===== src/sv/ust_pkg.sv =====
`timescale 1ns / 1ps
// Shared types and constants of the UDP session table.
// No dependencies; used by ust_ctrl, ust_dp and the top level.
package ust_pkg;

	localparam int TABLE_ENTRIES = 32;
	localparam int IW = $clog2(TABLE_ENTRIES);
	localparam int CW = IW + 1;
	localparam logic [15:0] IDLE_RESET = 16'd30;
	localparam logic [31:0] ID_RESET = 32'd1;

	localparam logic [2:0] OP_TIME = 3'd0;
	localparam logic [2:0] OP_HELLO = 3'd1;
	localparam logic [2:0] OP_MSG = 3'd2;
	localparam logic [2:0] OP_BYE = 3'd3;
	localparam logic [2:0] OP_MALFORMED = 3'd5;

	localparam logic [3:0] K_WELCOME = 4'd0;
	localparam logic [3:0] K_ACK = 4'd1;
	localparam logic [3:0] K_DUP = 4'd2;
	localparam logic [3:0] K_BYE = 4'd3;
	localparam logic [3:0] K_CHAT = 4'd4;
	localparam logic [3:0] K_MALFORMED = 4'd5;
	localparam logic [3:0] K_FULL = 4'd6;
	localparam logic [3:0] K_HANDSHAKE = 4'd7;
	localparam logic [3:0] K_UNKNOWN = 4'd8;

	localparam logic [0:0] REG_IDLE_LIMIT = 1'b0;

	typedef enum logic [2:0] {
		ST_IDLE,
		ST_SWEEP,
		ST_DECIDE,
		ST_BCAST,
		ST_BC_RD
	} state_t;

	typedef struct packed {
		logic load;
		logic sweep;
		logic decide;
		logic bc_next;
		logic bc_emit;
	} cmd_t;

	typedef struct packed {
		logic sweep_last;
		logic bcast;
		logic tgt;
		logic bc_end;
		logic out_free;
	} stat_t;

endpackage


===== src/sv/ust_ctrl.sv =====
`timescale 1ns / 1ps
// Sequencer of the session table: sweep, decision and broadcast walk.
// Depends on ust_pkg.
module ust_ctrl (
	input  logic           clk,
	input  logic           arst_n,
	input  logic           in_valid,
	output logic           in_ready,
	input  ust_pkg::stat_t st,
	output ust_pkg::cmd_t  cmd
);
	import ust_pkg::*;

	state_t state_q, state_d;

	always_ff @(posedge clk or negedge arst_n) begin
		if (!arst_n) begin
			state_q <= ST_IDLE;
		end else begin
			state_q <= state_d;
		end
	end

	always_comb begin
		state_d = state_q;
		case (state_q)
			ST_IDLE: begin
				if (in_valid) state_d = ST_SWEEP;
			end
			ST_SWEEP: begin
				if (st.sweep_last) state_d = ST_DECIDE;
			end
			ST_DECIDE: begin
				if (st.out_free) state_d = st.bcast ? ST_BCAST : ST_IDLE;
			end
			ST_BCAST: begin
				if (st.bc_end) state_d = ST_IDLE;
				else if (st.tgt) state_d = ST_BC_RD;
			end
			ST_BC_RD: begin
				if (st.out_free) state_d = ST_BCAST;
			end
			default: state_d = ST_IDLE;
		endcase
	end

	always_comb begin
		cmd = '0;
		in_ready = 1'b0;
		case (state_q)
			ST_IDLE: begin
				in_ready = 1'b1;
				cmd.load = in_valid;
			end
			ST_SWEEP: cmd.sweep = 1'b1;
			ST_DECIDE: cmd.decide = st.out_free;
			ST_BCAST: cmd.bc_next = !st.bc_end && !st.tgt;
			ST_BC_RD: cmd.bc_emit = st.out_free;
			default: cmd = '0;
		endcase
	end

endmodule


===== config.mk =====
export PLATFORM = sky130hd
export DESIGN_NAME = ust_ctrl
export DESIGN_NICKNAME = d
export VERILOG_FILES = /design/src/sv/ust_pkg.sv /design/src/sv/ust_ctrl.sv
export SDC_FILE = /design/constraint.sdc
export NUM_CORES = 1
export LEC_CHECK = 0
export BUFFER_PORTS_ARGS = -buffer_cell sky130_fd_sc_hd__buf_2
export CORE_AREA = 2 2 39 41
export CTS_CLUSTER_SIZE = 25
export DETAILED_ROUTE_END_ITERATION = 7
export DIE_AREA = 0 0 41 43
export SLEW_MARGIN = 0
export SYNTH_ARGS = -nofsm -noshare
export SYNTH_HDL_FRONTEND = slang
export SYNTH_SLANG_ARGS = --single-unit

===== constraint.sdc =====
create_clock -name clk -period 1.75 [get_ports clk]
set_clock_uncertainty 0.1 [all_clocks]
set_input_delay 0.35 -clock clk [delete_from_list [all_inputs] [get_ports clk]]
set_output_delay 0.35 -clock clk [all_outputs]
set_load 0.05 [all_outputs]

* Word-level counts from Yosys, hierarchy flattened
Index checks and enable logic that the tools add are counted.
** Word-level totals
- Register bits after elaboration :: 3
- Latch bits :: 0
- Bits in writable memories :: 0
- Memory bits (read-only) :: 0
- Input port bits :: 8
- Output and inout port bits :: 6
- Word-level logic and storage cells :: 29
- Memories :: 0
** Operators by class
- $add $sub $neg :: 0
- Multiply operators :: 0
- Div/mod/pow operators :: 0
- Order comparisons :: 0
- Eq/ne operators :: 9
- Shift-type cells :: 0
- Multiplexer cells :: 14
- Bitwise operators :: 0
- Reductions and logical operators :: 5
** Operators by type and width (count)
- $mux W3 :: 6
- $pmux W3 S5 :: 1
- $ne A2 B2 Y1 const B :: 4
- $eq A3 B2 Y1 const B :: 2
- $mux W1 :: 6
- $reduce_and A5 Y1 :: 1
- $eq A3 B1 Y1 const B :: 1
- $eq A3 B3 Y1 const B :: 1
- $logic_not A3 Y1 :: 1
- $ne A3 B3 Y1 const B :: 1
- $logic_not A1 Y1 :: 2
- $mux W2 :: 1
- $logic_and A1 B1 Y1 :: 1

* Depth between registers and ports, before layout
Gate-level depths: netlist of run 1.
- Depth in word-level cells :: 3
- Gate-level depth with buffers :: 5
- Gate-level depth less buffers :: 4

* Worst setup path after synthesis of run 1
OpenSTA, ideal clock, no wires.
- Kind :: flip-flop to output port
- Start :: register state_q[1]
- End :: output port cmd[4] (netlist bit)
- Arrival time :: 2179 ps
- Required time :: 1300 ps
- Path slack :: -879 ps
- Stages on the path, launching flop included :: 4
- Buffers on the path :: 1
- Cell sequence :: dfrtp_1 > buf_6 > nor3_1 > and2_1
** RTL lines
- start, declared :: line ust_ctrl.sv:14 : state_t state_q, state_d;
- start signal, assigned :: line ust_ctrl.sv:20 : state_q <= state_d;
- end, declared :: line ust_ctrl.sv:10 : output ust_pkg::cmd_t cmd

==> summary.md, run 1 <==
| Metric | Value |
|---|---|
| Status | `finished, final reports clean` |
| First-pass GRT wire length | `1070 µm` |
| Synth Instances | `30` |
| CP endpoint kind | `output pin` |
| IO Port Bufs | `13` |
| N_diodes | `0` |
| Setup WS pre-CTS | `0.0674 ns` |
| Worst Setup SP | `state_q[2]$_DFFE_PN0P_` |
| Largest Register | `state_q` |
| Worst setup path class | `register to output pin` |
| Leakage | `0.234 nW` |
| Vias per Instance | `4.54` |
| Synthesized flop and latch total | `3` |
| Total vias in the final route | `304` |
| Reg2reg path depth | `4` |
| Setup Viol. Count Final | `0` |
| Avg WL per Cell | `11.2 µm` |
| Max VDD drop | `0.580 mV` |
| Fin Setup TNS | `0 ns` |
| Nets | `60` |
| Antenna-violating nets left | `0` |
| Global route total overflow | `0` |
| Violation count after the first detailed-route iteration | `2` |
| Hold Crit Class | `input pin to register` |
| Yosys warns | `0` |
| Antenna violations before repair | `0` |
| CTS Buf Count | `3` |
| Routed WL | `750 µm` |
| Die W | `41 µm` |
| Crit path launch type | `register` |
| Count of different cell masters after synthesis | `23` |
| Most frequent cells in the layout | `buf_2 (8), buf_4 (5), clkbuf_4 (3), buf_6 (3)` |
| Core box area | `1380 µm²` |
| Crit path max-delay family | `flip-flops` |
| Relative slew slack | `79.6%` |
| CP max stage cell | `dfrtp_1` |
| Largest fanout on the critical path | `5` |
| Die area | `1760 µm²` |
| Most common cell after layout, fill and taps aside | `buf_2` |
| Synth top area cells | `dfrtp_1 (27%), buf_6 (8.0%), nor4b_2 (5.3%)` |
| RD Place Congestion | `0.785` |
| Area grow syn2layout | `72.9%` |
| Largest net degree at the start of global routing | `11` |
| Syn avg cell area | `9.38 µm²` |
| Number of global-route vias before repair | `253` |
| Worst R2R Start | `state_q[0]$_DFFE_PN0P_` |
| Biggest regs | `state_q x3` |
| Synth Net Count | `38` |
| Boundary Pins | `14` |
| Maxcap violations | `0` |
| Netlist Area Pre-Place | `282 µm²` |
| Clk root buf | `clkbuf_4` |
| CP Cell Sequence | `and4bb_1 > nand2b_1 > inv_2 > buf_8` |
| Die H | `43 µm` |
| DR DRC count | `0` |
| Clock Sinks | `3` |
| Drt pass-1 iters | `4` |
| CTS max path bufs | `2` |
| Post-route setup slack | `0.0249 ns` |
| Area leader, netlist | `dfrtp_1` |
| Worst slew pin tran | `0.302 ns` |
| Peak Freq | `580 MHz` |
| Fin Hold WS | `0.234 ns` |
| Initial Utilization | `20.3%` |
| R2R Setup Slk | `0.18 ns` |
| Total Routing Usage GR | `9.59%` |
| Final non-filler cell total | `67` |
| Pwr dens | `1750 nW/µm²` |
| Hold Vio Cnt, Final | `0` |
| Min cycle time layout | `1.73 ns` |
| Total Power | `0.852 mW` |
| Stages on the worst setup path | `4` |
| R2R Path End | `state_q[0]$_DFFE_PN0P_` |
| RSZ-0062 raised after global routing | `yes` |
| WP buf/inv | `2` |
| DP Area | `368 µm²` |
| Site row count | `14` |
| Final period util | `98.6%` |
| Placed cells | `58` |
| H-tree levels | `1` |
| Worst Path Arrival | `1.28 ns` |
| Clk pin slew, worst setup/hold paths | `0.04 ns` |
| Final HPWL DP | `480 µm` |
| Largest register FFs | `3` |
| Max-slew violations | `0` |
| Clk_lat worst skew | `0.25 ns` |
| Share of layout cells above drive strength 1 | `60.8%` |
| Capture point of the critical path | `cmd[1]` |
| CTS tree | `done` |
| Crit-path max cell delay | `0.41 ns` |
| Post-route core utilization | `35.2%` |
| Seq/Total Area, Yosys | `26.7%` |
| Final instance area | `487 µm²` |
| Critical Path RT | `1.30 ns` |
| Yosys top cell area share | `26.7%` |
[timing repair]
item / 4_1_cts / 5_1_grt
pin swaps: 0 / 2
gates resized for setup: 10 / 6
hold buffers: 1 / 0
hold endpoints to repair: 3 / 0
setup endpoints to repair: 5 / 5
setup buffers: 0 / 4
[synthesized netlist by cell type (all sizes together)]
| library cell | n |
|---|---|
| o21ai | 1 |
| mux2i | 1 |
| dfrtp | 3 |
| nor3 | 2 |
| a311oi | 1 |
| a41oi | 1 |
| a21oi | 1 |
| and2 | 1 |
| nor4b | 2 |
| and4bb | 2 |
| inv | 2 |
| nand2 | 2 |
| a211o | 1 |
| and3 | 1 |
| a211oi | 1 |
| and3b | 1 |
| buf | 3 |
| nand2b | 3 |
| nor2 | 1 |
[per-layer routing]
| metal | share of wire (%) | wire length (µm) | track usage [%] | up-vias |
|---|---|---|---|---|
| met2 | 48 | 358 | 12.2 | 10 |
| met4 | 2.1 | 16 | 10.0 | 0 |
| met1 | 42 | 313 | 11.1 | 140 |
| li1 | - | - | - | 152 |
| met5 | 0 | 0 | 0 | - |
| met3 | 8.3 | 62 | 3.66 | 2 |
[tightest hold or removal path, delay by kind of cell]
family / cells / cell delay, ns
simple gates: 1 / 0.04
compound gates: 1 / 0.06
buf+inv: 1 / 0.08
[cell type report]
cell class | instances | area, µm²
inverters | 2 | 7.51
well taps | 16 | 20.0
fillers | 144 | 897
flip-flops and latches | 3 | 77.6
multi-input cells | 22 | 191
repair buffers | 20 | 164
clock buffers | 4 | 26.3
[cells by family (layout without fill, tap and decap cells)]
group	Yosys count	count (layout)	synth area share (%)
AND/OR/NAND/NOR	15	15	40.9
AO/OA/AOI/OAI	6	6	15.6
buffers and inverters	5	26	13.3
flip-flops	3	3	26.7
multiplexers	1	1	3.56
[worst min-delay path by stage]
stage,startpoint,to,slack [ns],cells after the start
global route,st[2],state_q[2]$_DFFE_PN0P_,0.25,3
detailed placement,arst_n,state_q[0]$_DFFE_PN0P_,0.05,1
finish,st[2],state_q[2]$_DFFE_PN0P_,0.23,3
CTS,st[2],state_q[2]$_DFFE_PN0P_,0.23,3
global placement,arst_n,state_q[0]$_DFFE_PN0P_,0.05,1
floorplan,arst_n,state_q[0]$_DFFE_PN0P_,-0.05,0
[where the power goes]
part / switching (mW) / leakage, nW / internal, mW
clock: 0.0449 / 0.0150 / 0.0860
combinational: 0.311 / 0.183 / 0.253
sequential: 0.0544 / 0.0357 / 0.103
total: 0.410 / 0.234 / 0.442
Note: power is estimated with default switching activity, not from simulation.
==> run 2, diff against run 1 <==
ABC_AREA = 1   (was unset)
==> summary.md, run 2 <==
| Metric | Value |
|---|---|
| Clk_lat worst skew | `0.23 ns` |
| Site row count | `14` |
| Fin Hold WS | `0.272 ns` |
| Die W | `41 µm` |
| Layout fillers | `155` |
| Min cycle time layout | `1.72 ns` |
| Setup WS pre-CTS | `0.124 ns` |
| Yosys warns | `0` |
| Area grow syn2layout | `65.1%` |
| Main synth FF type | `dfrtp_1` |
| Final non-filler cell total | `83` |
| Status | `finished, final reports clean` |
| Placed cells | `77` |
| Die area | `1760 µm²` |
| Vias per Instance | `4.14` |
| Leakage | `0.266 nW` |
| Yosys top cell area share | `27.5%` |
| Synth Instances | `48` |
| DR DRC count | `0` |
| Synthesized flop and latch total | `3` |
| Largest net degree at the start of global routing | `8` |
| Hold Vio Cnt, Final | `0` |
| CP endpoint kind | `output pin` |
| H-tree levels | `1` |
| CP most frequent cell | `inv_2` |
| N_diodes | `0` |
| Synth top area cells | `dfrtp_1 (28%), nand3_1 (22%), nand2_1 (15%)` |
| Worst Path Arrival | `1.27 ns` |
| Biggest regs | `state_q x3` |
| Seq/Total Area, Yosys | `27.5%` |
| Synth Net Count | `56` |
| Core box area | `1380 µm²` |
| CP Cell Sequence | `inv_2 > nand3_2 > nor2_4 > nand2_2 > inv_2 > buf_8` |
| Nets | `76` |
| CTS max path bufs | `2` |
| CTS Buf Count | `3` |
| Crit path max-delay family | `flip-flops` |
| Count of different cell masters after synthesis | `10` |
| Antenna violations before repair | `0` |
| Total vias in the final route | `344` |
| Crit path launch type | `register` |
| IO Port Bufs | `13` |
| RD Place Congestion | `0.849` |
| Antenna-violating nets left | `0` |
| RSZ-0062 raised after global routing | `yes` |
| Crit-path max cell delay | `0.43 ns` |
| Largest register FFs | `3` |
| Number of global-route vias before repair | `314` |
| Maxcap violations | `0` |
| Final HPWL DP | `570 µm` |
| Post-synth top cells | `nand3_1 (12), nand2_1 (11), inv_1 (10)` |
| FFs w/ async S/R, synth | `100%` |
| Syn avg cell area | `5.68 µm²` |
| Final period util | `98.4%` |
| WP buf/inv | `3` |
| Avg WL per Cell | `9.01 µm` |
| Die H | `43 µm` |
| Most frequent cells in the layout | `nand2_1 (11), nand3_1 (11), inv_1 (9)` |
| Setup Viol. Count Final | `0` |
| CP max stage cell | `dfrtp_2` |
| Peak Freq | `581 MHz` |
| Worst slew pin tran | `0.155 ns` |
| Drt pass-1 iters | `3` |
| Clock Sinks | `3` |
| Worst setup path class | `register to output pin` |
| Cell with the most instances after synthesis | `nand3_1` |
| Max-slew violations | `0` |
| Total Power | `0.776 mW` |
| Clk root buf | `clkbuf_4` |
| EDFF count, synth | `0` |
| Violation count after the first detailed-route iteration | `12` |
| Boundary Pins | `14` |
| Netlist Area Pre-Place | `273 µm²` |
| R2R Setup Slk | `0.47 ns` |
| Largest Register | `state_q` |
| Area leader, netlist | `dfrtp_1` |
| Hold Crit Class | `input pin to register` |
| Global route total overflow | `0` |
| Critical Path RT | `1.30 ns` |
| Pwr dens | `1720 nW/µm²` |
| Share of layout cells above drive strength 1 | `43.3%` |
| Clk pin slew, worst setup/hold paths | `0.04 ns` |
| Largest fanout on the critical path | `5` |
| Initial Utilization | `19.7%` |
| CTS tree | `done` |
| Post-route setup slack | `0.0284 ns` |
| First-pass GRT wire length | `1150 µm` |
| Routed WL | `748 µm` |
| Max VDD drop | `0.536 mV` |
| Relative slew slack | `89.6%` |
| Total Routing Usage GR | `9.85%` |
[run 2: cell count changes in the layout (fill, tap and decap cells not counted), sizes merged, moves of 2 or more]
cell,change
nand3,+12
nand2,+10
inv,+9
nor2,+7
buf,-5
nand2b,-3
and4bb,-2
nor4b,-2
[run 2: power breakdown]
group / total [mW] / internal (mW) / switching (mW)
logic: 0.524 / 0.167 / 0.357
registers: 0.130 / 0.0983 / 0.0320
clock network: 0.121 / 0.0855 / 0.0360
total: 0.776 / 0.350 / 0.425
[run 2: worst min-delay path: stages]
cell	delay, ns
buf_2	0.09
nand3_1	0.07
nand2_1	0.06
[run 2: area by class of cell]
type | instances | area, µm² | area share, %
inverter | 11 | 41.3 | 9.17
timing repair buffer | 15 | 109 | 24.2
sequential | 3 | 77.6 | 17.2
multi-input combinational | 34 | 176 | 39.2
tap | 16 | 20.0 | 4.44
clock buffer | 4 | 26.3 | 5.83
[run 2: kinds of logic after synthesis]
family	count (synthesis)	share of synthesized area (%)
DFF	3	27.5
AOI/OAI and AO/OA	1	3.21
and+or+nand+nor	33	54.1
buffers and inverters	11	15.1
[run 2: what timing repair did]
action	CTS	global route
setup endpoints to repair	4	6
gates resized for setup	6	11
buffers inserted	0	1
hold buffers	1	0
hold endpoints to repair	3	0
pin swaps	0	2
[run 2: stage by stage]
stage               setup TNS, ns  area [µm²]  util [%]
floorplan                       0         280         -
global placement                0         365      26.4
detailed placement              0         365      26.4
CTS                             0         417      30.1
global route              -0.0619         450      32.5
finish                          0         450      32.5
[run 2: path summary, 6_finish.rpt]
| kind | depth (start not counted) | to | from |
|---|---|---|---|
| max | 6 | cmd[1] | state_q[2]$_DFFE_PN0P_ |
| min | 3 | state_q[2]$_DFFE_PN0P_ | st[2] |
| max in group asynchronous | 2 | state_q[2]$_DFFE_PN0P_ | arst_n |
| min reg2reg | 2 | state_q[1]$_DFFE_PN0P_ | state_q[1]$_DFFE_PN0P_ |
| max reg2reg | 7 | state_q[1]$_DFFE_PN0P_ | state_q[2]$_DFFE_PN0P_ |
| min in group asynchronous | 2 | state_q[0]$_DFFE_PN0P_ | arst_n |
[run 2: metal layers]
| layer | GRT usage, % | wire length (µm) | up-vias |
|---|---|---|---|
| met5 | 0 | 0 | - |
| met4 | 6.00 | 0 | 0 |
| met3 | 4.71 | 40 | 0 |
| met2 | 15.3 | 405 | 8 |
| met1 | 10.0 | 301 | 151 |
| li1 | - | - | 185 |
==> run 3, diff against run 2 <==
ABC_AREA = unset   (was 1)
CELL_PAD_IN_SITES_DETAIL_PLACEMENT = 0   (was unset)
CELL_PAD_IN_SITES_GLOBAL_PLACEMENT = 1   (was unset)
PLACE_DENSITY_LB_ADDON = 0.1   (was unset)
==> summary.md, run 3 (synthesized netlist as in run 1, its figures left out) <==
| Metric | Value |
|---|---|
| Maxcap violations | `0` |
| Avg WL per Cell | `11.8 µm` |
| CTS tree | `done` |
| Most common cell after layout, fill and taps aside | `buf_2` |
| Worst Path Arrival | `1.27 ns` |
| R2R Path End | `state_q[0]$_DFFE_PN0P_` |
| IO Port Bufs | `13` |
| Final instance area | `490 µm²` |
| Share of layout cells above drive strength 1 | `61.5%` |
| Worst slew pin tran | `0.286 ns` |
| Clk pin slew, worst setup/hold paths | `0.04 ns` |
| R2R Setup Slk | `0.21 ns` |
| H-tree levels | `1` |
| Antenna violations before repair | `0` |
| Violation count after the first detailed-route iteration | `5` |
| Drt pass-1 iters | `4` |
| Total Power | `0.863 mW` |
| Final HPWL DP | `575 µm` |
| Core box area | `1380 µm²` |
| Die area | `1760 µm²` |
| Fin Hold WS | `0.243 ns` |
| Area grow syn2layout | `74.2%` |
| CTS max path bufs | `2` |
| Number of global-route vias before repair | `297` |
| Hold Path End | `state_q[2]$_DFFE_PN0P_` |
| Vias per Instance | `4.41` |
| Leakage | `0.237 nW` |
| Hold Vio Cnt, Final | `0` |
| Peak Freq | `580 MHz` |
| Hold path depth | `3` |
| Final non-filler cell total | `68` |
| Fin Setup TNS | `0 ns` |
| Relative slew slack | `80.8%` |
| RD Place Congestion | `0.705` |
| Nets | `61` |
| Clock Sinks | `3` |
| Area taken by multi-input logic gates | `191 µm²` |
| Post-route setup slack | `0.0269 ns` |
| Final period util | `98.5%` |
| Reg2reg path depth | `4` |
| Setup Viol. Count Final | `0` |
| Clk root buf | `clkbuf_4` |
| RSZ-0062 raised after global routing | `yes` |
| N_diodes | `0` |
| Total vias in the final route | `300` |
| Die H | `43 µm` |
| Layout fillers | `154` |
| Placed cells | `59` |
| Hold Crit Class | `input pin to register` |
| Worst setup path class | `register to output pin` |
| Largest fanout on the critical path | `4` |
| Min cycle time layout | `1.72 ns` |
| Most frequent cells in the layout | `buf_2 (8), buf_4 (6), clkbuf_4 (4)` |
| Biggest regs | `state_q x3` |
| Boundary Pins | `14` |
| First-pass GRT wire length | `1310 µm` |
| Max VDD drop | `0.782 mV` |
| Global route total overflow | `0` |
| Worst R2R Start | `state_q[1]$_DFFE_PN0P_` |
| Clk_lat worst skew | `0.24 ns` |
| Post-route core utilization | `35.4%` |
| Largest register FFs | `3` |
| Critical Path RT | `1.30 ns` |
| Die W | `41 µm` |
| Max-slew violations | `0` |
| CP endpoint kind | `output pin` |
| Antenna-violating nets left | `0` |
| Initial Utilization | `20.3%` |
| Status | `finished, final reports clean` |
| Setup WS pre-CTS | `0.107 ns` |
| Pwr dens | `1760 nW/µm²` |
| Hold path start | `st[2]` |
| DR DRC count | `0` |
| Crit path launch type | `register` |
| Routed WL | `800 µm` |
| Largest net degree at the start of global routing | `10` |
| DP Area | `375 µm²` |
| Seq. cell area | `77.6 µm²` |
| Largest Register | `state_q` |
| Site row count | `14` |
| Total Routing Usage GR | `12.0%` |
| CTS Buf Count | `3` |
==> run 3: metal layers <==
metal  global-route usage [%]  wire [µm]
met5                        0          0
met1                     16.0        344
met4                     10.0         31
met3                     4.71         62
met2                     14.4        361
==> run 3: final cells by class <==
cell class / instances / area share, %
clock buffers: 4 / 5.36
inverters: 2 / 1.53
multi-input cells: 22 / 39.0
flip-flops and latches: 3 / 15.8
well taps: 16 / 4.08
repair buffers: 21 / 34.2
==> run 3: repair_timing <==
action	4_1_cts	5_1_grt
buffers inserted	0	4
endpoints found under the hold margin	3	0
resized for setup	6	9
hold buffers	1	0
pin swaps	0	2
setup endpoints to repair	5	5
==> run 3: how the worst max path moves through the flow <==
stage	startpoint	slack, ns	endpoint
after floorplan	state_q[1]$_DFFE_PN0P_	-0.19	cmd[4]
after global placement	state_q[0]$_DFFE_PN0P_	0.13	cmd[1]
after detailed placement	state_q[0]$_DFFE_PN0P_	0.11	cmd[1]
after CTS	state_q[2]$_DFFE_PN0P_	0.0005	cmd[2]
after global routing	state_q[2]$_DFFE_PN0P_	-0.05	cmd[1]
final	state_q[2]$_DFFE_PN0P_	0.03	cmd[1]
==> run 3: worst max-delay path, stage by stage, from the launching register on <==
cell and delay, ns:
dfrtp_1 0.40, and4bb_1 0.31, nand2b_1 0.09, inv_2 0.09, buf_8 0.14
==> run 3: power breakdown <==
part | total, mW | switching (mW) | leakage (nW) | internal, mW
Clock | 0.127 | 0.0416 | 0.0150 | 0.0858
Combinational | 0.583 | 0.318 | 0.187 | 0.265
Sequential | 0.153 | 0.0498 | 0.0357 | 0.103
Total | 0.863 | 0.409 | 0.237 | 0.453
